**src/rtl/assert_macros.svh**
```systemverilog
// assertion macros used by the motor mixer top level
`ifndef ASSERT_MACROS_SVH
`define ASSERT_MACROS_SVH

`ifndef NO_ASSERTIONS

// same-cycle implication, checked out of reset
`define ASSERT_IMPLY(lbl, clk, rst_n, ante, cons) \
  lbl: assert property (@(posedge clk) disable iff (!rst_n) (ante) |-> (cons)) \
    else $error("same-cycle check failed");

// next-cycle implication, checked out of reset
`define ASSERT_NEXT(lbl, clk, rst_n, ante, cons) \
  lbl: assert property (@(posedge clk) disable iff (!rst_n) (ante) |=> (cons)) \
    else $error("next-cycle check failed");

`else

`define ASSERT_IMPLY(lbl, clk, rst_n, ante, cons)
`define ASSERT_NEXT(lbl, clk, rst_n, ante, cons)

`endif

`endif

```
**src/rtl/mmx_pkg.sv**
```systemverilog
// types, constants and mixing tables of the motor mixer
`timescale 1ns / 1ps

package mmx_pkg;

  localparam int MaxMotors       = 8;
  localparam int DisarmedCommand = 1000;
  localparam int NumFrames       = 12;
  localparam int FrameSlots      = 8;

  localparam int ValueW   = 11;
  localparam int PidW     = 11;
  localparam int YawCmdW  = 10;
  localparam int IndexW   = 3;
  localparam int FrameW   = 4;
  localparam int CountW   = 4;
  localparam int CfgIdxW  = 3;
  localparam int CfgDataW = 11;

  // fixed-point reciprocal scaling for the fractional coefficients
  localparam int FracShift = 14;
  localparam int CoefW     = 15;
  localparam int QuotW     = 12;
  localparam int TermW     = 13;
  localparam int YawW      = 12;
  localparam int SumW      = 15;

  localparam int YawClampBase = 100;

  // reset values of the configuration registers
  localparam logic [FrameW-1:0] FrameTypeRst   = FrameW'(3);
  localparam logic [ValueW-1:0] MinThrottleRst = ValueW'(1150);
  localparam logic [ValueW-1:0] MaxThrottleRst = ValueW'(1850);
  localparam logic [ValueW-1:0] MinCheckRst    = ValueW'(1100);
  localparam logic [ValueW-1:0] StopCommandRst = ValueW'(1000);

  typedef enum logic [CfgIdxW-1:0] {
    RegFrameType,
    RegYawReverse,
    RegMinThrottle,
    RegMaxThrottle,
    RegMinCheck,
    RegMotorStop,
    RegStopCommand
  } cfg_reg_e;

  typedef enum logic [2:0] {
    RatioZero,
    RatioOne,
    RatioHalf,
    RatioFourThirds,
    RatioTwoThirds,
    RatioFourFifths,
    RatioNineTenths,
    RatioSevenTenths
  } ratio_e;

  typedef struct packed {
    logic   rneg;
    ratio_e rr;
    logic   pneg;
    ratio_e pr;
    logic   yneg;
    logic   yen;
  } mix_t;

  // magnitude n/d to ratio code
  function automatic ratio_e ratio_of(int n, int d);
    int an;
    an = (n < 0) ? -n : n;
    if (an == 0) return RatioZero;
    if (an == d) return RatioOne;
    if (2 * an == d) return RatioHalf;
    if (an == 4 && d == 3) return RatioFourThirds;
    if (an == 2 && d == 3) return RatioTwoThirds;
    if (an == 4 && d == 5) return RatioFourFifths;
    if (an == 9 && d == 10) return RatioNineTenths;
    return RatioSevenTenths;
  endfunction

  // one motor's coefficients written as in the frame definitions
  function automatic mix_t mc(int rn, int rd, int pn, int pd, int yz);
    mix_t m;
    m.rneg = (rn < 0);
    m.rr   = ratio_of(rn, rd);
    m.pneg = (pn < 0);
    m.pr   = ratio_of(pn, pd);
    m.yneg = (yz < 0);
    m.yen  = (yz != 0);
    return m;
  endfunction

  // ceil(ratio * 2^FracShift), exact floor for magnitudes up to 1024
  function automatic logic [CoefW-1:0] ratio_mag(ratio_e r);
    logic [CoefW-1:0] k;
    unique case (r)
      RatioZero:        k = CoefW'(0);
      RatioOne:         k = CoefW'(16384);
      RatioHalf:        k = CoefW'(8192);
      RatioFourThirds:  k = CoefW'(21846);
      RatioTwoThirds:   k = CoefW'(10923);
      RatioFourFifths:  k = CoefW'(13108);
      RatioNineTenths:  k = CoefW'(14746);
      RatioSevenTenths: k = CoefW'(11469);
      default:          k = CoefW'(0);
    endcase
    return k;
  endfunction

  localparam logic [CountW-1:0] FrameCount [NumFrames] = '{
    CountW'(2), CountW'(3), CountW'(4), CountW'(4), CountW'(4), CountW'(6),
    CountW'(6), CountW'(6), CountW'(8), CountW'(8), CountW'(8), CountW'(4)
  };

  localparam mix_t MixTable [NumFrames][FrameSlots] = '{
    // bi
    '{mc(1,1,0,1,0), mc(-1,1,0,1,0), mc(0,1,0,1,0), mc(0,1,0,1,0),
      mc(0,1,0,1,0), mc(0,1,0,1,0), mc(0,1,0,1,0), mc(0,1,0,1,0)},
    // tri
    '{mc(0,1,4,3,0), mc(-1,1,-2,3,0), mc(1,1,-2,3,0), mc(0,1,0,1,0),
      mc(0,1,0,1,0), mc(0,1,0,1,0), mc(0,1,0,1,0), mc(0,1,0,1,0)},
    // quad plus
    '{mc(0,1,1,1,-1), mc(-1,1,0,1,1), mc(1,1,0,1,1), mc(0,1,-1,1,-1),
      mc(0,1,0,1,0), mc(0,1,0,1,0), mc(0,1,0,1,0), mc(0,1,0,1,0)},
    // quad x
    '{mc(-1,1,1,1,-1), mc(-1,1,-1,1,1), mc(1,1,1,1,1), mc(1,1,-1,1,-1),
      mc(0,1,0,1,0), mc(0,1,0,1,0), mc(0,1,0,1,0), mc(0,1,0,1,0)},
    // y4
    '{mc(0,1,1,1,-1), mc(-1,1,-1,1,0), mc(0,1,1,1,1), mc(1,1,-1,1,0),
      mc(0,1,0,1,0), mc(0,1,0,1,0), mc(0,1,0,1,0), mc(0,1,0,1,0)},
    // y6
    '{mc(0,1,4,3,1), mc(-1,1,-2,3,-1), mc(1,1,-2,3,-1), mc(0,1,4,3,-1),
      mc(-1,1,-2,3,1), mc(1,1,-2,3,1), mc(0,1,0,1,0), mc(0,1,0,1,0)},
    // hex plus
    '{mc(-1,2,1,2,1), mc(-1,2,-1,2,-1), mc(1,2,1,2,1), mc(1,2,-1,2,-1),
      mc(0,1,-1,1,1), mc(0,1,1,1,-1), mc(0,1,0,1,0), mc(0,1,0,1,0)},
    // hex x
    '{mc(-4,5,9,10,1), mc(-4,5,-9,10,1), mc(4,5,9,10,-1), mc(4,5,-9,10,-1),
      mc(-4,5,0,1,-1), mc(4,5,0,1,1), mc(0,1,0,1,0), mc(0,1,0,1,0)},
    // octo x8
    '{mc(-1,1,1,1,-1), mc(-1,1,-1,1,1), mc(1,1,1,1,1), mc(1,1,-1,1,-1),
      mc(-1,1,1,1,1), mc(-1,1,-1,1,-1), mc(1,1,1,1,-1), mc(1,1,-1,1,1)},
    // octo flat plus
    '{mc(7,10,-7,10,1), mc(-7,10,-7,10,1), mc(-7,10,7,10,1), mc(7,10,7,10,1),
      mc(0,1,-1,1,-1), mc(-1,1,0,1,-1), mc(0,1,1,1,-1), mc(1,1,0,1,-1)},
    // octo flat x
    '{mc(1,1,-1,2,1), mc(-1,2,-1,1,1), mc(-1,1,1,2,1), mc(1,2,1,1,1),
      mc(1,2,-1,1,-1), mc(-1,1,-1,2,-1), mc(-1,2,1,1,-1), mc(1,1,1,2,-1)},
    // vtail4
    '{mc(0,1,1,1,1), mc(-1,1,-1,1,0), mc(0,1,1,1,-1), mc(1,1,-1,1,0),
      mc(0,1,0,1,0), mc(0,1,0,1,0), mc(0,1,0,1,0), mc(0,1,0,1,0)}
  };

endpackage

```
**src/rtl/mmx_if.sv**
```systemverilog
// request, result and configuration channel interfaces of the motor mixer
`timescale 1ns / 1ps

interface mmx_req_if;
  import mmx_pkg::*;

  logic                       valid;
  logic                       ready;
  logic [ValueW-1:0]          throttle_command;
  logic signed [PidW-1:0]     throttle_pid;
  logic signed [PidW-1:0]     roll_pid;
  logic signed [PidW-1:0]     pitch_pid;
  logic signed [PidW-1:0]     yaw_pid;
  logic signed [YawCmdW-1:0]  yaw_command;
  logic [ValueW-1:0]          stick_throttle;
  logic                       armed;

  modport source (
    output valid, throttle_command, throttle_pid, roll_pid, pitch_pid, yaw_pid,
           yaw_command, stick_throttle, armed,
    input  ready
  );
  modport sink (
    input  valid, throttle_command, throttle_pid, roll_pid, pitch_pid, yaw_pid,
           yaw_command, stick_throttle, armed,
    output ready
  );
endinterface

interface mmx_res_if;
  import mmx_pkg::*;

  logic              valid;
  logic              ready;
  logic [IndexW-1:0] motor_index;
  logic [ValueW-1:0] motor_value;
  logic              last_motor;

  modport source (
    output valid, motor_index, motor_value, last_motor,
    input  ready
  );
  modport sink (
    input  valid, motor_index, motor_value, last_motor,
    output ready
  );
endinterface

interface mmx_cfg_if;
  import mmx_pkg::*;

  logic                valid;
  logic                ready;
  logic [CfgIdxW-1:0]  index;
  logic [CfgDataW-1:0] data;

  modport source (
    output valid, index, data,
    input  ready
  );
  modport sink (
    input  valid, index, data,
    output ready
  );
endinterface

```
**src/rtl/multirotor_motor_mixer.sv**
```systemverilog
// multirotor motor mixer top level: one request in, one command per motor out
// a request passes the stage 0 to 3 registers into the result buffer
// throughput: the single result port sends the motors one per cycle while ready,
//   which limits the request rate by the motor count of the frame (2 to 8)
// reset: asynchronous active low, pipeline empty, registers at their defaults
`timescale 1ns / 1ps

`include "assert_macros.svh"

module multirotor_motor_mixer #(
  parameter int MAX_MOTORS       = mmx_pkg::MaxMotors,
  parameter int DISARMED_COMMAND = mmx_pkg::DisarmedCommand
) (
  input  logic             clk_i,
  input  logic             rst_ni,
  mmx_cfg_if.sink          cfg_i,
  mmx_req_if.sink          req_i,
  mmx_res_if.source        res_o
);
  import mmx_pkg::*;

  localparam int LaneIdxW = $clog2(MAX_MOTORS);

  // configuration registers
  logic [FrameW-1:0] frame_type_q;
  logic              yaw_reverse_q;
  logic [ValueW-1:0] min_throttle_q;
  logic [ValueW-1:0] max_throttle_q;
  logic [ValueW-1:0] min_check_q;
  logic              motor_stop_q;
  logic [ValueW-1:0] stop_command_q;

  assign cfg_i.ready = 1'b1;

  always_ff @(posedge clk_i or negedge rst_ni) begin
    if (!rst_ni) begin
      frame_type_q   <= FrameTypeRst;
      yaw_reverse_q  <= 1'b0;
      min_throttle_q <= MinThrottleRst;
      max_throttle_q <= MaxThrottleRst;
      min_check_q    <= MinCheckRst;
      motor_stop_q   <= 1'b0;
      stop_command_q <= StopCommandRst;
    end else if (cfg_i.valid) begin
      unique case (cfg_reg_e'(cfg_i.index))
        RegFrameType:   frame_type_q   <= cfg_i.data[FrameW-1:0];
        RegYawReverse:  yaw_reverse_q  <= cfg_i.data[0];
        RegMinThrottle: min_throttle_q <= cfg_i.data[ValueW-1:0];
        RegMaxThrottle: max_throttle_q <= cfg_i.data[ValueW-1:0];
        RegMinCheck:    min_check_q    <= cfg_i.data[ValueW-1:0];
        RegMotorStop:   motor_stop_q   <= cfg_i.data[0];
        RegStopCommand: stop_command_q <= cfg_i.data[ValueW-1:0];
        default: ;
      endcase
    end
  end

  // pipeline handshake chain
  logic v0_q, v1_q, v2_q, v3_q, bv_q;
  logic r0, r1, r2, r3, bfree;
  logic req_fire, res_fire, res_last;

  assign res_fire = res_o.valid && res_o.ready;
  assign bfree    = !bv_q || (res_fire && res_last);
  assign r3       = !v3_q || bfree;
  assign r2       = !v2_q || r3;
  assign r1       = !v1_q || r2;
  assign r0       = !v0_q || r1;
  assign req_fire = req_i.valid && r0;

  assign req_i.ready = r0;

  // frame decode at request time
  logic                frame_ok;
  logic [CountW-1:0]   frame_cnt;
  logic [CountW-1:0]   eff_cnt;
  logic [LaneIdxW-1:0] last_idx;

  always_comb begin
    frame_ok  = (frame_type_q < FrameW'(NumFrames));
    frame_cnt = frame_ok ? FrameCount[frame_type_q] : CountW'(0);
    eff_cnt   = (frame_cnt > CountW'(MAX_MOTORS)) ? CountW'(MAX_MOTORS) : frame_cnt;
    last_idx  = LaneIdxW'(eff_cnt - CountW'(1));
  end

  // stage 0: request register
  logic [ValueW-1:0]         s0_thr_q;
  logic signed [PidW-1:0]    s0_tpid_q, s0_roll_q, s0_pitch_q, s0_yaw_q;
  logic signed [YawCmdW-1:0] s0_ycmd_q;
  logic                      s0_low_q, s0_armed_q, s0_multi_q;
  logic [FrameW-1:0]         s0_frame_q;
  logic [LaneIdxW-1:0]       s0_last_q;

  always_ff @(posedge clk_i) begin
    if (req_fire) begin
      s0_thr_q   <= req_i.throttle_command;
      s0_tpid_q  <= req_i.throttle_pid;
      s0_roll_q  <= req_i.roll_pid;
      s0_pitch_q <= req_i.pitch_pid;
      s0_yaw_q   <= req_i.yaw_pid;
      s0_ycmd_q  <= req_i.yaw_command;
      s0_low_q   <= (req_i.stick_throttle < min_check_q);
      s0_armed_q <= req_i.armed;
      s0_multi_q <= (frame_cnt > CountW'(3));
      s0_frame_q <= frame_type_q;
      s0_last_q  <= last_idx;
    end
  end

  // stage 1: yaw clamp and per-motor coefficient products
  logic [PidW-1:0]         roll_mag, pitch_mag;
  logic [YawCmdW-1:0]      ycmd_abs;
  logic signed [YawW-1:0]  yaw_lim, yaw_ext, yaw_c;
  logic signed [SumW-1:0]  base_d;
  mix_t                    lane_mix [MAX_MOTORS];
  logic [PidW+CoefW-1:0]   r_prod [MAX_MOTORS];
  logic [PidW+CoefW-1:0]   p_prod [MAX_MOTORS];
  logic [QuotW-1:0]        r_quo [MAX_MOTORS];
  logic [QuotW-1:0]        p_quo [MAX_MOTORS];
  logic signed [TermW-1:0] rt_d [MAX_MOTORS];
  logic signed [TermW-1:0] pt_d [MAX_MOTORS];
  logic signed [YawW-1:0]  yt_d [MAX_MOTORS];

  always_comb begin
    roll_mag  = s0_roll_q[PidW-1] ? PidW'(-s0_roll_q) : PidW'(s0_roll_q);
    pitch_mag = s0_pitch_q[PidW-1] ? PidW'(-s0_pitch_q) : PidW'(s0_pitch_q);
    ycmd_abs  = s0_ycmd_q[YawCmdW-1] ? YawCmdW'(-s0_ycmd_q) : YawCmdW'(s0_ycmd_q);
    yaw_lim   = $signed(YawW'(ycmd_abs) + YawW'(YawClampBase));
    yaw_ext   = YawW'(s0_yaw_q);
    if (s0_multi_q && (yaw_ext < -yaw_lim)) begin
      yaw_c = -yaw_lim;
    end else if (s0_multi_q && (yaw_ext > yaw_lim)) begin
      yaw_c = yaw_lim;
    end else begin
      yaw_c = yaw_ext;
    end
    base_d = $signed(SumW'(s0_thr_q)) + (SumW'(s0_tpid_q) <<< 1);
    for (int i = 0; i < MAX_MOTORS; i++) begin
      lane_mix[i] = MixTable[s0_frame_q][i];
      r_prod[i]   = roll_mag * ratio_mag(lane_mix[i].rr);
      p_prod[i]   = pitch_mag * ratio_mag(lane_mix[i].pr);
      r_quo[i]    = r_prod[i][FracShift +: QuotW];
      p_quo[i]    = p_prod[i][FracShift +: QuotW];
      rt_d[i]     = (s0_roll_q[PidW-1] ^ lane_mix[i].rneg)
                  ? -$signed(TermW'(r_quo[i])) : $signed(TermW'(r_quo[i]));
      pt_d[i]     = (s0_pitch_q[PidW-1] ^ lane_mix[i].pneg)
                  ? -$signed(TermW'(p_quo[i])) : $signed(TermW'(p_quo[i]));
      if (!lane_mix[i].yen) begin
        yt_d[i] = '0;
      end else if (lane_mix[i].yneg ^ yaw_reverse_q) begin
        yt_d[i] = -yaw_c;
      end else begin
        yt_d[i] = yaw_c;
      end
    end
  end

  logic signed [SumW-1:0]  s1_base_q;
  logic signed [TermW-1:0] s1_rt_q [MAX_MOTORS];
  logic signed [TermW-1:0] s1_pt_q [MAX_MOTORS];
  logic signed [YawW-1:0]  s1_yt_q [MAX_MOTORS];
  logic                    s1_low_q, s1_armed_q;
  logic [LaneIdxW-1:0]     s1_last_q;

  always_ff @(posedge clk_i) begin
    if (v0_q && r1) begin
      s1_base_q  <= base_d;
      s1_rt_q    <= rt_d;
      s1_pt_q    <= pt_d;
      s1_yt_q    <= yt_d;
      s1_low_q   <= s0_low_q;
      s1_armed_q <= s0_armed_q;
      s1_last_q  <= s0_last_q;
    end
  end

  // stage 2: per-motor sums
  logic signed [SumW-1:0] s2_val_q [MAX_MOTORS];
  logic                   s2_low_q, s2_armed_q;
  logic [LaneIdxW-1:0]    s2_last_q;

  always_ff @(posedge clk_i) begin
    if (v1_q && r2) begin
      for (int i = 0; i < MAX_MOTORS; i++) begin
        s2_val_q[i] <= s1_base_q + SumW'(s1_rt_q[i]) + SumW'(s1_pt_q[i])
                     + SumW'(s1_yt_q[i]);
      end
      s2_low_q   <= s1_low_q;
      s2_armed_q <= s1_armed_q;
      s2_last_q  <= s1_last_q;
    end
  end

  // stage 3: largest command over the active motors
  logic signed [SumW-1:0] max_d;

  always_comb begin
    max_d = s2_val_q[0];
    for (int i = 1; i < MAX_MOTORS; i++) begin
      if ((LaneIdxW'(i) <= s2_last_q) && (s2_val_q[i] > max_d)) begin
        max_d = s2_val_q[i];
      end
    end
  end

  logic signed [SumW-1:0] s3_val_q [MAX_MOTORS];
  logic signed [SumW-1:0] s3_max_q;
  logic                   s3_low_q, s3_armed_q;
  logic [LaneIdxW-1:0]    s3_last_q;

  always_ff @(posedge clk_i) begin
    if (v2_q && r3) begin
      s3_val_q   <= s2_val_q;
      s3_max_q   <= max_d;
      s3_low_q   <= s2_low_q;
      s3_armed_q <= s2_armed_q;
      s3_last_q  <= s2_last_q;
    end
  end

  // desaturation, range clamp and overrides
  logic signed [SumW-1:0] lo_s, hi_s, excess;
  logic signed [SumW-1:0] adj [MAX_MOTORS];
  logic [ValueW-1:0]      fin_d [MAX_MOTORS];

  always_comb begin
    lo_s   = $signed(SumW'(min_throttle_q));
    hi_s   = $signed(SumW'(max_throttle_q));
    excess = (s3_max_q > hi_s) ? (s3_max_q - hi_s) : '0;
    for (int i = 0; i < MAX_MOTORS; i++) begin
      adj[i] = s3_val_q[i] - excess;
      if (adj[i] < lo_s) begin
        fin_d[i] = min_throttle_q;
      end else if (adj[i] > hi_s) begin
        fin_d[i] = max_throttle_q;
      end else begin
        fin_d[i] = adj[i][ValueW-1:0];
      end
      if (s3_low_q) begin
        fin_d[i] = motor_stop_q ? stop_command_q : min_throttle_q;
      end
      if (!s3_armed_q) begin
        fin_d[i] = ValueW'(DISARMED_COMMAND);
      end
    end
  end

  // result buffer, drained one motor per cycle while the result side is ready
  logic [ValueW-1:0]   bval_q [MAX_MOTORS];
  logic [LaneIdxW-1:0] blast_q, bidx_q;
  logic                barmed_q;

  always_ff @(posedge clk_i) begin
    if (v3_q && bfree) begin
      bval_q   <= fin_d;
      blast_q  <= s3_last_q;
      barmed_q <= s3_armed_q;
    end
  end

  assign res_last          = (bidx_q == blast_q);
  assign res_o.valid       = bv_q;
  assign res_o.motor_index = IndexW'(bidx_q);
  assign res_o.motor_value = bval_q[bidx_q];
  assign res_o.last_motor  = res_last;

  // valid flags and motor counter
  always_ff @(posedge clk_i or negedge rst_ni) begin
    if (!rst_ni) begin
      v0_q   <= 1'b0;
      v1_q   <= 1'b0;
      v2_q   <= 1'b0;
      v3_q   <= 1'b0;
      bv_q   <= 1'b0;
      bidx_q <= '0;
    end else begin
      if (r0) begin
        v0_q <= req_fire && frame_ok;
      end
      if (r1) begin
        v1_q <= v0_q;
      end
      if (r2) begin
        v2_q <= v1_q;
      end
      if (r3) begin
        v3_q <= v2_q;
      end
      if (bfree) begin
        bv_q   <= v3_q;
        bidx_q <= '0;
      end else if (res_fire) begin
        bidx_q <= bidx_q + LaneIdxW'(1);
      end
    end
  end

  // checks
  `ASSERT_IMPLY(a_idx_in_range, clk_i, rst_ni, bv_q, bidx_q <= blast_q)
  `ASSERT_NEXT(a_idx_restart, clk_i, rst_ni, res_fire && res_last, bidx_q == '0)
  `ASSERT_IMPLY(a_disarmed_value, clk_i, rst_ni, bv_q && !barmed_q,
                res_o.motor_value == ValueW'(DISARMED_COMMAND))
  `ASSERT_NEXT(a_bad_frame_dropped, clk_i, rst_ni, req_fire, v0_q == $past(frame_ok))

endmodule

```
**src/flat_wrapper.sv**
```systemverilog
// flat-port wrapper written by rule: the top's interface ports become plain ports
module multirotor_motor_mixer_flat import mmx_pkg::*;
#(
  parameter int MAX_MOTORS       = mmx_pkg::MaxMotors,
  parameter int DISARMED_COMMAND = mmx_pkg::DisarmedCommand
)
  (clk_i, rst_ni, cfg_i_valid, cfg_i_index, cfg_i_data, cfg_i_ready, req_i_valid, req_i_throttle_command, req_i_throttle_pid, req_i_roll_pid, req_i_pitch_pid, req_i_yaw_pid, req_i_yaw_command, req_i_stick_throttle, req_i_armed, req_i_ready, res_o_valid, res_o_motor_index, res_o_motor_value, res_o_last_motor, res_o_ready);
  mmx_cfg_if cfg_i_i ();
  mmx_req_if req_i_i ();
  mmx_res_if res_o_i ();
  input  logic clk_i;
  input  logic rst_ni;
  input wire logic [$bits(cfg_i_i.valid)-1:0] cfg_i_valid;
  input wire logic [$bits(cfg_i_i.index)-1:0] cfg_i_index;
  input wire logic [$bits(cfg_i_i.data)-1:0] cfg_i_data;
  output wire logic [$bits(cfg_i_i.ready)-1:0] cfg_i_ready;
  input wire logic [$bits(req_i_i.valid)-1:0] req_i_valid;
  input wire logic [$bits(req_i_i.throttle_command)-1:0] req_i_throttle_command;
  input wire logic [$bits(req_i_i.throttle_pid)-1:0] req_i_throttle_pid;
  input wire logic [$bits(req_i_i.roll_pid)-1:0] req_i_roll_pid;
  input wire logic [$bits(req_i_i.pitch_pid)-1:0] req_i_pitch_pid;
  input wire logic [$bits(req_i_i.yaw_pid)-1:0] req_i_yaw_pid;
  input wire logic [$bits(req_i_i.yaw_command)-1:0] req_i_yaw_command;
  input wire logic [$bits(req_i_i.stick_throttle)-1:0] req_i_stick_throttle;
  input wire logic [$bits(req_i_i.armed)-1:0] req_i_armed;
  output wire logic [$bits(req_i_i.ready)-1:0] req_i_ready;
  output wire logic [$bits(res_o_i.valid)-1:0] res_o_valid;
  output wire logic [$bits(res_o_i.motor_index)-1:0] res_o_motor_index;
  output wire logic [$bits(res_o_i.motor_value)-1:0] res_o_motor_value;
  output wire logic [$bits(res_o_i.last_motor)-1:0] res_o_last_motor;
  input wire logic [$bits(res_o_i.ready)-1:0] res_o_ready;
  assign cfg_i_i.valid = cfg_i_valid;
  assign cfg_i_i.index = cfg_i_index;
  assign cfg_i_i.data = cfg_i_data;
  assign cfg_i_ready = cfg_i_i.ready;
  assign req_i_i.valid = req_i_valid;
  assign req_i_i.throttle_command = req_i_throttle_command;
  assign req_i_i.throttle_pid = req_i_throttle_pid;
  assign req_i_i.roll_pid = req_i_roll_pid;
  assign req_i_i.pitch_pid = req_i_pitch_pid;
  assign req_i_i.yaw_pid = req_i_yaw_pid;
  assign req_i_i.yaw_command = req_i_yaw_command;
  assign req_i_i.stick_throttle = req_i_stick_throttle;
  assign req_i_i.armed = req_i_armed;
  assign req_i_ready = req_i_i.ready;
  assign res_o_valid = res_o_i.valid;
  assign res_o_motor_index = res_o_i.motor_index;
  assign res_o_motor_value = res_o_i.motor_value;
  assign res_o_last_motor = res_o_i.last_motor;
  assign res_o_i.ready = res_o_ready;
  multirotor_motor_mixer #(.MAX_MOTORS(MAX_MOTORS), .DISARMED_COMMAND(DISARMED_COMMAND)) u_core (.clk_i(clk_i), .rst_ni(rst_ni), .cfg_i(cfg_i_i), .req_i(req_i_i), .res_o(res_o_i));
endmodule
```
**config.mk**
```make
export PLATFORM = sky130hd
export DESIGN_NAME = multirotor_motor_mixer_flat
export DESIGN_NICKNAME = d
export VERILOG_FILES = /design/src/rtl/mmx_pkg.sv /design/src/rtl/mmx_if.sv /design/src/rtl/multirotor_motor_mixer.sv /design/src/flat_wrapper.sv
export VERILOG_INCLUDE_DIRS = /design/src /design/src/rtl
export SDC_FILE = /design/constraint.sdc
export NUM_CORES = 2
export LEC_CHECK = 0
export ABC_AREA = 1
export BUFFER_PORTS_ARGS = -buffer_cell sky130_fd_sc_hd__buf_4
export CORE_MARGIN = 10
export CORE_UTILIZATION = 30
export CTS_CLUSTER_DIAMETER = 40
export DETAILED_ROUTE_END_ITERATION = 10
export PLACE_DENSITY_LB_ADDON = 0.05
export SLEW_MARGIN = 5
export SYNTH_ARGS = -nofsm -noshare
export SYNTH_HDL_FRONTEND = slang
export SYNTH_SLANG_ARGS = --single-unit
```
**constraint.sdc**
```tcl
create_clock -name clk_i -period 17.8 [get_ports clk_i]
set_clock_uncertainty 0.2 [all_clocks]
set_input_delay 0.89 -clock clk_i [delete_from_list [all_inputs] [get_ports clk_i]]
set_output_delay 0.89 -clock clk_i [all_outputs]
set_load 0.02 [all_outputs]
```
Word level (Yosys, flattened, before mapping)
Memory sizes are Yosys's and may differ from the RTL's.
Index checks and enable logic that the tools add are counted.
{"block": "totals", "reg_bits": 813, "inputBits": 96, "out_inout_bits": 18, "mem_bits_ro": 3264, "latchBits": 0, "elab_cells": 375, "mem_bits_rw": 0, "n_memories": 18}
{"memory": "(no name shown)", "depth": 16, "width": 80, "rd": 1, "rd_clocked_by_memory_dff": 0, "write_ports": 0, "line_no": "multirotor_motor_mixer.sv:139", "text": "lane_mix[i] = MixTable[s0_frame_q][i];"}
{"memory": "(no name shown)", "depth": 8, "width": 15, "rd": 1, "rd_clocked_by_memory_dff": 0, "write_ports": 0, "line_no": "mmx_pkg.sv:96", "text": "unique case (r)"}
{"memory": "(no name shown)", "depth": 8, "width": 15, "rd": 1, "rd_clocked_by_memory_dff": 0, "write_ports": 0, "line_no": "mmx_pkg.sv:96"}
{"memory": "(no name shown)", "depth": 8, "width": 15, "rd": 1, "rd_clocked_by_memory_dff": 0, "write_ports": 0, "line_no": "mmx_pkg.sv:96"}
{"memory": "(no name shown)", "depth": 8, "width": 15, "rd": 1, "rd_clocked_by_memory_dff": 0, "write_ports": 0, "line_no": "mmx_pkg.sv:96"}
{"memory": "(no name shown)", "depth": 8, "width": 15, "rd": 1, "rd_clocked_by_memory_dff": 0, "write_ports": 0, "line_no": "mmx_pkg.sv:96"}
{"memory": "12 more memories"}
{"block": "classes", "order_cmp": 40, "n_shift": 0, "bitwise_logic": 27, "n_reduce_logical": 36, "n_div": 0, "addsub": 58, "multipliers": 16, "eq_ne": 7, "mux": 73}
{"operator": "$mul A11 B15 Y26", "n": 16}
{"operator": "$mux W11", "n": 29}
{"operator": "$mux W12", "n": 26}
{"operator": "$add A15 B13 Y15", "n": 16}
{"operator": "$neg A12 Y13", "n": 16}
{"operator": "$mux W80", "n": 2}
{"operator": "$gt A15 B12 Y1", "n": 9}
{"operator": "$add A15 B12 Y15", "n": 8}
{"operator": "$lt A15 B12 Y1", "n": 8}
{"operator": "$mux W15", "n": 8}
{"operator": "$sub A15 B15 Y15", "n": 8}
{"operator": "$gt A15 B15 Y1", "n": 7}
{"operator": "$bmux W11 S3", "n": 1}
{"operator": "$neg A12 Y12", "n": 2}
{"operator": "$xor A1 B1 Y1", "n": 24}
{"operator": "$neg A11 Y11", "n": 2}
{"operator": "$logic_and A1 B1 Y1", "n": 17}
{"operator": "$sub A15 B11 Y15", "n": 1}
{"operator": "$reduce_and A2 Y1", "n": 7}
{"operator": "$add A12 B12 Y13", "n": 1}
{"operator": "$gt A11 B12 Y1", "n": 1}
{"operator": "$le A3 B3 Y1 const A", "n": 4}
{"operator": "$lt A11 B12 Y1", "n": 1}
{"operator": "$mux W4", "n": 3}
{"operator": "24 further kinds", "n": 40}

Longest topological paths before layout
{"block": "logic_depth", "word_depth": 21, "depth_mapped": 101, "ltp_nobuf": 94}

Worst setup path after synthesis
OpenSTA, ideal clock, no wires.
{"block": "synth_timing", "path_kind": "reg2reg", "start": "reg u_core.bidx_q[0], in the netlist u_core.res_o.motor_index[0]", "end": "reg u_core.s1_armed_q, enable pin", "path_stages_with_launch": 13, "arrival_time_ps": 14830, "setup_ps": 1012, "n_path_buf": 1, "required_ps": 16588, "path_slack_ps": 1758, "path_cell_list": "dfrtp_1 > clkbuf_1 > xnor2_1 > nand3_1 > nand2_1 > inv_1 > nor2_1 > nor2_1 > inv_1 > nor2_1 > inv_1 > nor2_1 > nor2_1"}
{"block": "synth_via", "elab_chain_cells": 7}
{"item": "start: declaration", "line_no": "multirotor_motor_mixer.sv:250", "text": "logic [LaneIdxW-1:0] blast_q, bidx_q;"}
{"item": "start signal: assignment", "line_no": "multirotor_motor_mixer.sv:293", "text": "bidx_q <= bidx_q + LaneIdxW'(1);"}
{"item": "$eq A3 B3 Y1", "line_no": "multirotor_motor_mixer.sv:261", "text": "assign res_last = (bidx_q == blast_q);"}
{"item": "$logic_and A1 B1 Y1", "line_no": "multirotor_motor_mixer.sv:64", "text": "assign bfree = !bv_q || (res_fire && res_last);"}
{"item": "$logic_or A1 B1 Y1", "line_no": "multirotor_motor_mixer.sv:64"}
{"item": "$logic_or A1 B1 Y1", "line_no": "multirotor_motor_mixer.sv:65", "text": "assign r3 = !v3_q || bfree;"}
{"item": "$logic_or A1 B1 Y1", "line_no": "multirotor_motor_mixer.sv:66", "text": "assign r2 = !v2_q || r3;"}
{"item": "$logic_or A1 B1 Y1", "line_no": "multirotor_motor_mixer.sv:67", "text": "assign r1 = !v1_q || r2;"}
{"item": "$logic_and A1 B1 Y1", "line_no": "multirotor_motor_mixer.sv:166", "text": "if (v0_q && r1) begin"}
{"item": "end signal: assignment", "line_no": "multirotor_motor_mixer.sv:172", "text": "s1_armed_q <= s0_armed_q;"}
{"item": "end: declaration", "line_no": "multirotor_motor_mixer.sv:162", "text": "logic s1_low_q, s1_armed_q;"}
Every way passes these cells.
A chain may end at the register's enable or synchronous reset.

Worst setup path after layout
{"block": "layout_timing", "start": "reg u_core.s2_val_q[104] (netlist bit)", "end": "reg u_core.s3_max_q[11] (data pin)"}
{"block": "layout_via", "elab_chain_cells": 21}
{"item": "start: declaration", "line_no": "multirotor_motor_mixer.sv:178", "text": "logic signed [SumW-1:0] s2_val_q [MAX_MOTORS];"}
{"item": "start signal: indexed assignment", "line_no": "multirotor_motor_mixer.sv:185", "text": "s2_val_q[i] <= s1_base_q + SumW'(s1_rt_q[i]) + SumW'(s1_pt_q[i])"}
{"item": "$gt A15 B15 Y1", "line_no": "multirotor_motor_mixer.sv:200", "text": "if ((LaneIdxW'(i) <= s2_last_q) && (s2_val_q[i] > max_d)) begin"}
{"item": "$logic_and A1 B1 Y1", "line_no": "multirotor_motor_mixer.sv:200"}
{"item": "$mux W15 *", "line_no": "multirotor_motor_mixer.sv:200"}
{"item": "$gt A15 B15 Y1", "line_no": "multirotor_motor_mixer.sv:200"}
{"item": "$logic_and A1 B1 Y1", "line_no": "multirotor_motor_mixer.sv:200"}
{"item": "$mux W15 *", "line_no": "multirotor_motor_mixer.sv:200"}
{"item": "$gt A15 B15 Y1", "line_no": "multirotor_motor_mixer.sv:200"}
{"item": "$logic_and A1 B1 Y1", "line_no": "multirotor_motor_mixer.sv:200"}
{"item": "[6 not listed]"}
{"item": "$mux W15 *", "line_no": "multirotor_motor_mixer.sv:200"}
{"item": "$gt A15 B15 Y1", "line_no": "multirotor_motor_mixer.sv:200"}
{"item": "$logic_and A1 B1 Y1", "line_no": "multirotor_motor_mixer.sv:200"}
{"item": "$mux W15 *", "line_no": "multirotor_motor_mixer.sv:200"}
{"item": "$gt A15 B15 Y1", "line_no": "multirotor_motor_mixer.sv:200"}
{"item": "$logic_and A1 B1 Y1", "line_no": "multirotor_motor_mixer.sv:200"}
{"item": "$mux W15 *", "line_no": "multirotor_motor_mixer.sv:200"}
{"item": "net u_core.max_d[11]", "line_no": "multirotor_motor_mixer.sv:195", "text": "logic signed [SumW-1:0] max_d;"}
{"item": "end signal: assignment", "line_no": "multirotor_motor_mixer.sv:214", "text": "s3_max_q <= max_d;"}
{"item": "end: declaration", "line_no": "multirotor_motor_mixer.sv:207", "text": "logic signed [SumW-1:0] s3_max_q;"}
The timed path passes the listed nets; every way through them passes the cells marked *.

==> out/results.txt <==
Worst setup SP type -> flop
clock latency on the worst-skew pair -> 0.86 ns
RR Startpoint -> u_core.s2_val_q[104]
Ports -> 114
clk sinks -> 807
R2R Setup Slk -> 3.07 ns
cell mode on critical path -> nand2_1
CTS tree -> built
asr flop ratio synth -> 0.0719
cts repair resizes -> 0
port bufs -> 112
warnings from Yosys -> 0
arrival time at the worst endpoint -> 15.15 ns
mapped cell area -> 111000 um^2
Num CTS Buffers -> 159
Detailed Place HPWL -> 349000 um
Final setup viols -> 0
via count -> 82400
slowest stage delay, CP -> 0.59 ns
root buffer cell -> clkbuf_16
Worst setup EP type -> flop
slew margin rel. -> 0.150
fmax -> 67.9 MHz
grt ovf -> 0
status -> finished, final reports clean
Req. time, crit path -> 18.23 ns
worst-path fanout max -> 28
initial antenna violation count -> 21
Final Hold Viols -> 0
Iteration-0 DRC Markers -> 4794
vias per cell -> 4.72
Post-Synthesis Cells -> 12100
global placement routability congestion -> 0.871
routed len/inst -> 23.8 um
CP Class -> reg2reg
final net count -> 15500
hold_sp -> req_i_armed
Residual DRC -> 0
Die H -> 630 um
number of synthesized flops with an enable pin -> 749
max-slew violations -> 0
worst hold stages -> 1
Starting Density -> 0.302
Reg clk slew, reported paths -> 0.06 ns
die area -> 396000 um^2
hold path endpoint -> u_core.s0_armed_q
total routed wirelength -> 415000 um
Final min period -> 14.73 ns
Tcrit/Tclk final -> 0.827
terminus of the critical flop-to-flop path -> u_core.s3_max_q[11]
largest net degree at the start of global routing -> 83
Pre-antenna DRT Iters -> 6
first-pass GRT wire length -> 612000 um
die span in x -> 630 um
Hold Crit Class -> in2reg
sequential-to-total area share from yosys stat -> 0.215
Core Region -> 370000 um^2
Yosys reg bits -> 807
RSZ-0062 raised after global routing -> false
GRT Resource Usage Total -> 0.207
floorplan row count -> 223
max-cap check violation count -> 0
Netlist cell types -> 66
post-route ant nets -> 0
fraction of layout cells with a size suffix above 1 -> 0.0547
H-tree level count -> 4
dpl cells -> 17100
Worst path slowest cell -> a2111oi_0
final cell count without fillers -> 17400
Area Overhead vs Synth -> 12.0%
clock tree buffer depth -> 4
vias in the first global route -> 88800
FF-to-FF path depth -> 69
Main synth FF type -> edfxtp_1
setup tns final -> 0 ns
worst slew pin tran -> 1.26 ns
post-synthesis area per instance -> 9.22 um^2
## worst max-delay path by stage
stage	start	to	slack, ns	depth (start not counted)
final	u_core.s2_val_q[104]	u_core.s3_max_q[11]	3.07	69
after global placement	u_core.s2_val_q[104]	u_core.s3_max_q[8]	3.34	70
after floorplan	u_core.res_o.motor_index[0]	u_core.s1_armed_q	1.76	12
after CTS	u_core.s2_val_q[104]	u_core.s3_max_q[11]	3.18	73
after detailed placement	u_core.s2_val_q[104]	u_core.s3_max_q[11]	3.25	74
after global routing	u_core.s2_val_q[94]	u_core.s3_max_q[11]	1.49	74
## cell type report
type                       instances  area [um^2]
sequential                       807        24000
timing repair buffer             325         2520
clock buffer                     178         4180
multi-input combinational       8469        77000
clock inverter                   105         1210
fill                           38300       245000
tap                             4950         6190
inverter                        2592         9740
antenna                           20         50.0
## cells in the mapped netlist (97+ instances only)
cell	count	area, um^2
inv_1	2520	9460
nand4_1	97	607
xor2_1	429	3760
a21oi_1	602	3010
nand2_1	1482	5560
o211ai_1	98	736
edfxtp_1	749	22500
xnor2_1	173	1520
fa_1	1523	30500
nor2_1	1249	4690
clkbuf_1	195	732
nand3_1	227	1140
ha_1	1500	18800
o21ai_0	541	2710
## sequential cells by signal, indices dropped and copies added, names as in the netlist, 4 cells and up
name and count:
u_core.bval_q 88, u_core.frame_type_q 4, u_core.max_throttle_q 11, u_core.min_check_q 11, u_core.min_throttle_q 11, u_core.s0_frame_q 4
u_core.s0_pitch_q 11, u_core.s0_roll_q 11, u_core.s0_thr_q 11, u_core.s0_tpid_q 11, u_core.s0_yaw_q 11, u_core.s0_ycmd_q 10
u_core.s1_base_q 13, u_core.s1_pt_q 104, u_core.s1_rt_q 104, u_core.s1_yt_q 92, u_core.s2_val_q 120, u_core.s3_max_q 15
u_core.s3_val_q 120, u_core.stop_command_q 11
## logic make-up (layout without fill, tap and decap cells)
kind of cell | Yosys count | in the layout | share of synthesized area
AOI/OAI and AO/OA | 1588 | 1588 | 0.0812
buffers and inverters | 2822 | 3200 | 0.0954
xor gates and xnor gates | 602 | 602 | 0.0473
other | 2 | 23 | 0.0000674
adders and majority gates | 3023 | 3023 | 0.442
and+or+nand+nor | 3253 | 3253 | 0.119
DFF | 807 | 807 | 0.215
## cells in the final DEF (no fill, tap or decap), drive strengths merged, types with 24 or more instances in the layout
master,instances
a211oi,36
a21o,62
a21oi,609
a31oi,32
buf,294
clkbuf,178
clkinv,103
dfrtp,32
dfstp,26
dlygate4sd3,31
edfxtp,749
fa,1523
ha,1500
inv,2565
nand2,1491
nand3,239
nand3b,31
nand4,97
nor2,1253
nor3,73
o211ai,98
o21ai,561
o21bai,59
o22ai,24
o31ai,27
or2,27
xnor2,173
xor2,429
## critical path: cells and delay by family, from the launching register on
family | cells | cell delay, ns
compound gates | 10 | 2.91
flops | 1 | 0.42
simple gates | 46 | 7.47
buf+inv | 6 | 0.78
fa+ha+maj | 7 | 2.74
## per-layer routing
| metal | routed length [um] | GRT usage | up-vias |
|---|---|---|---|
| met5 | 0 | 0 | - |
| met4 | 15600 | 0.0627 | 0 |
| met3 | 11300 | 0.0152 | 483 |
| met2 | 202000 | 0.362 | 1454 |
| met1 | 186000 | 0.273 | 41400 |
| li1 | - | - | 39100 |
## through the flow
stage / utilization / instance area [um^2] / hold WS, ns / setup WS (ns)
after detailed placement: 0.322 / 119000 / 0.205 / 3.25
final: 0.338 / 125000 / 0.0666 / 3.07
after CTS: 0.338 / 125000 / 0.00226 / 3.18
after global placement: 0.322 / 119000 / 0.205 / 3.34
after global routing: 0.338 / 125000 / 0.0230 / 1.49
after floorplan: - / 112000 / 0.200 / 1.76
## what timing repair did
| item | in CTS | in global routing |
|---|---|---|
| hold endpoints to repair | 62 | 0 |
| hold buffers | 31 | 0 |
| setup buffers | 0 | 0 |
Power is left out: the tool's default activity adds up to more than one toggle a clock period on the data nets, which glitch-free logic cannot reach.
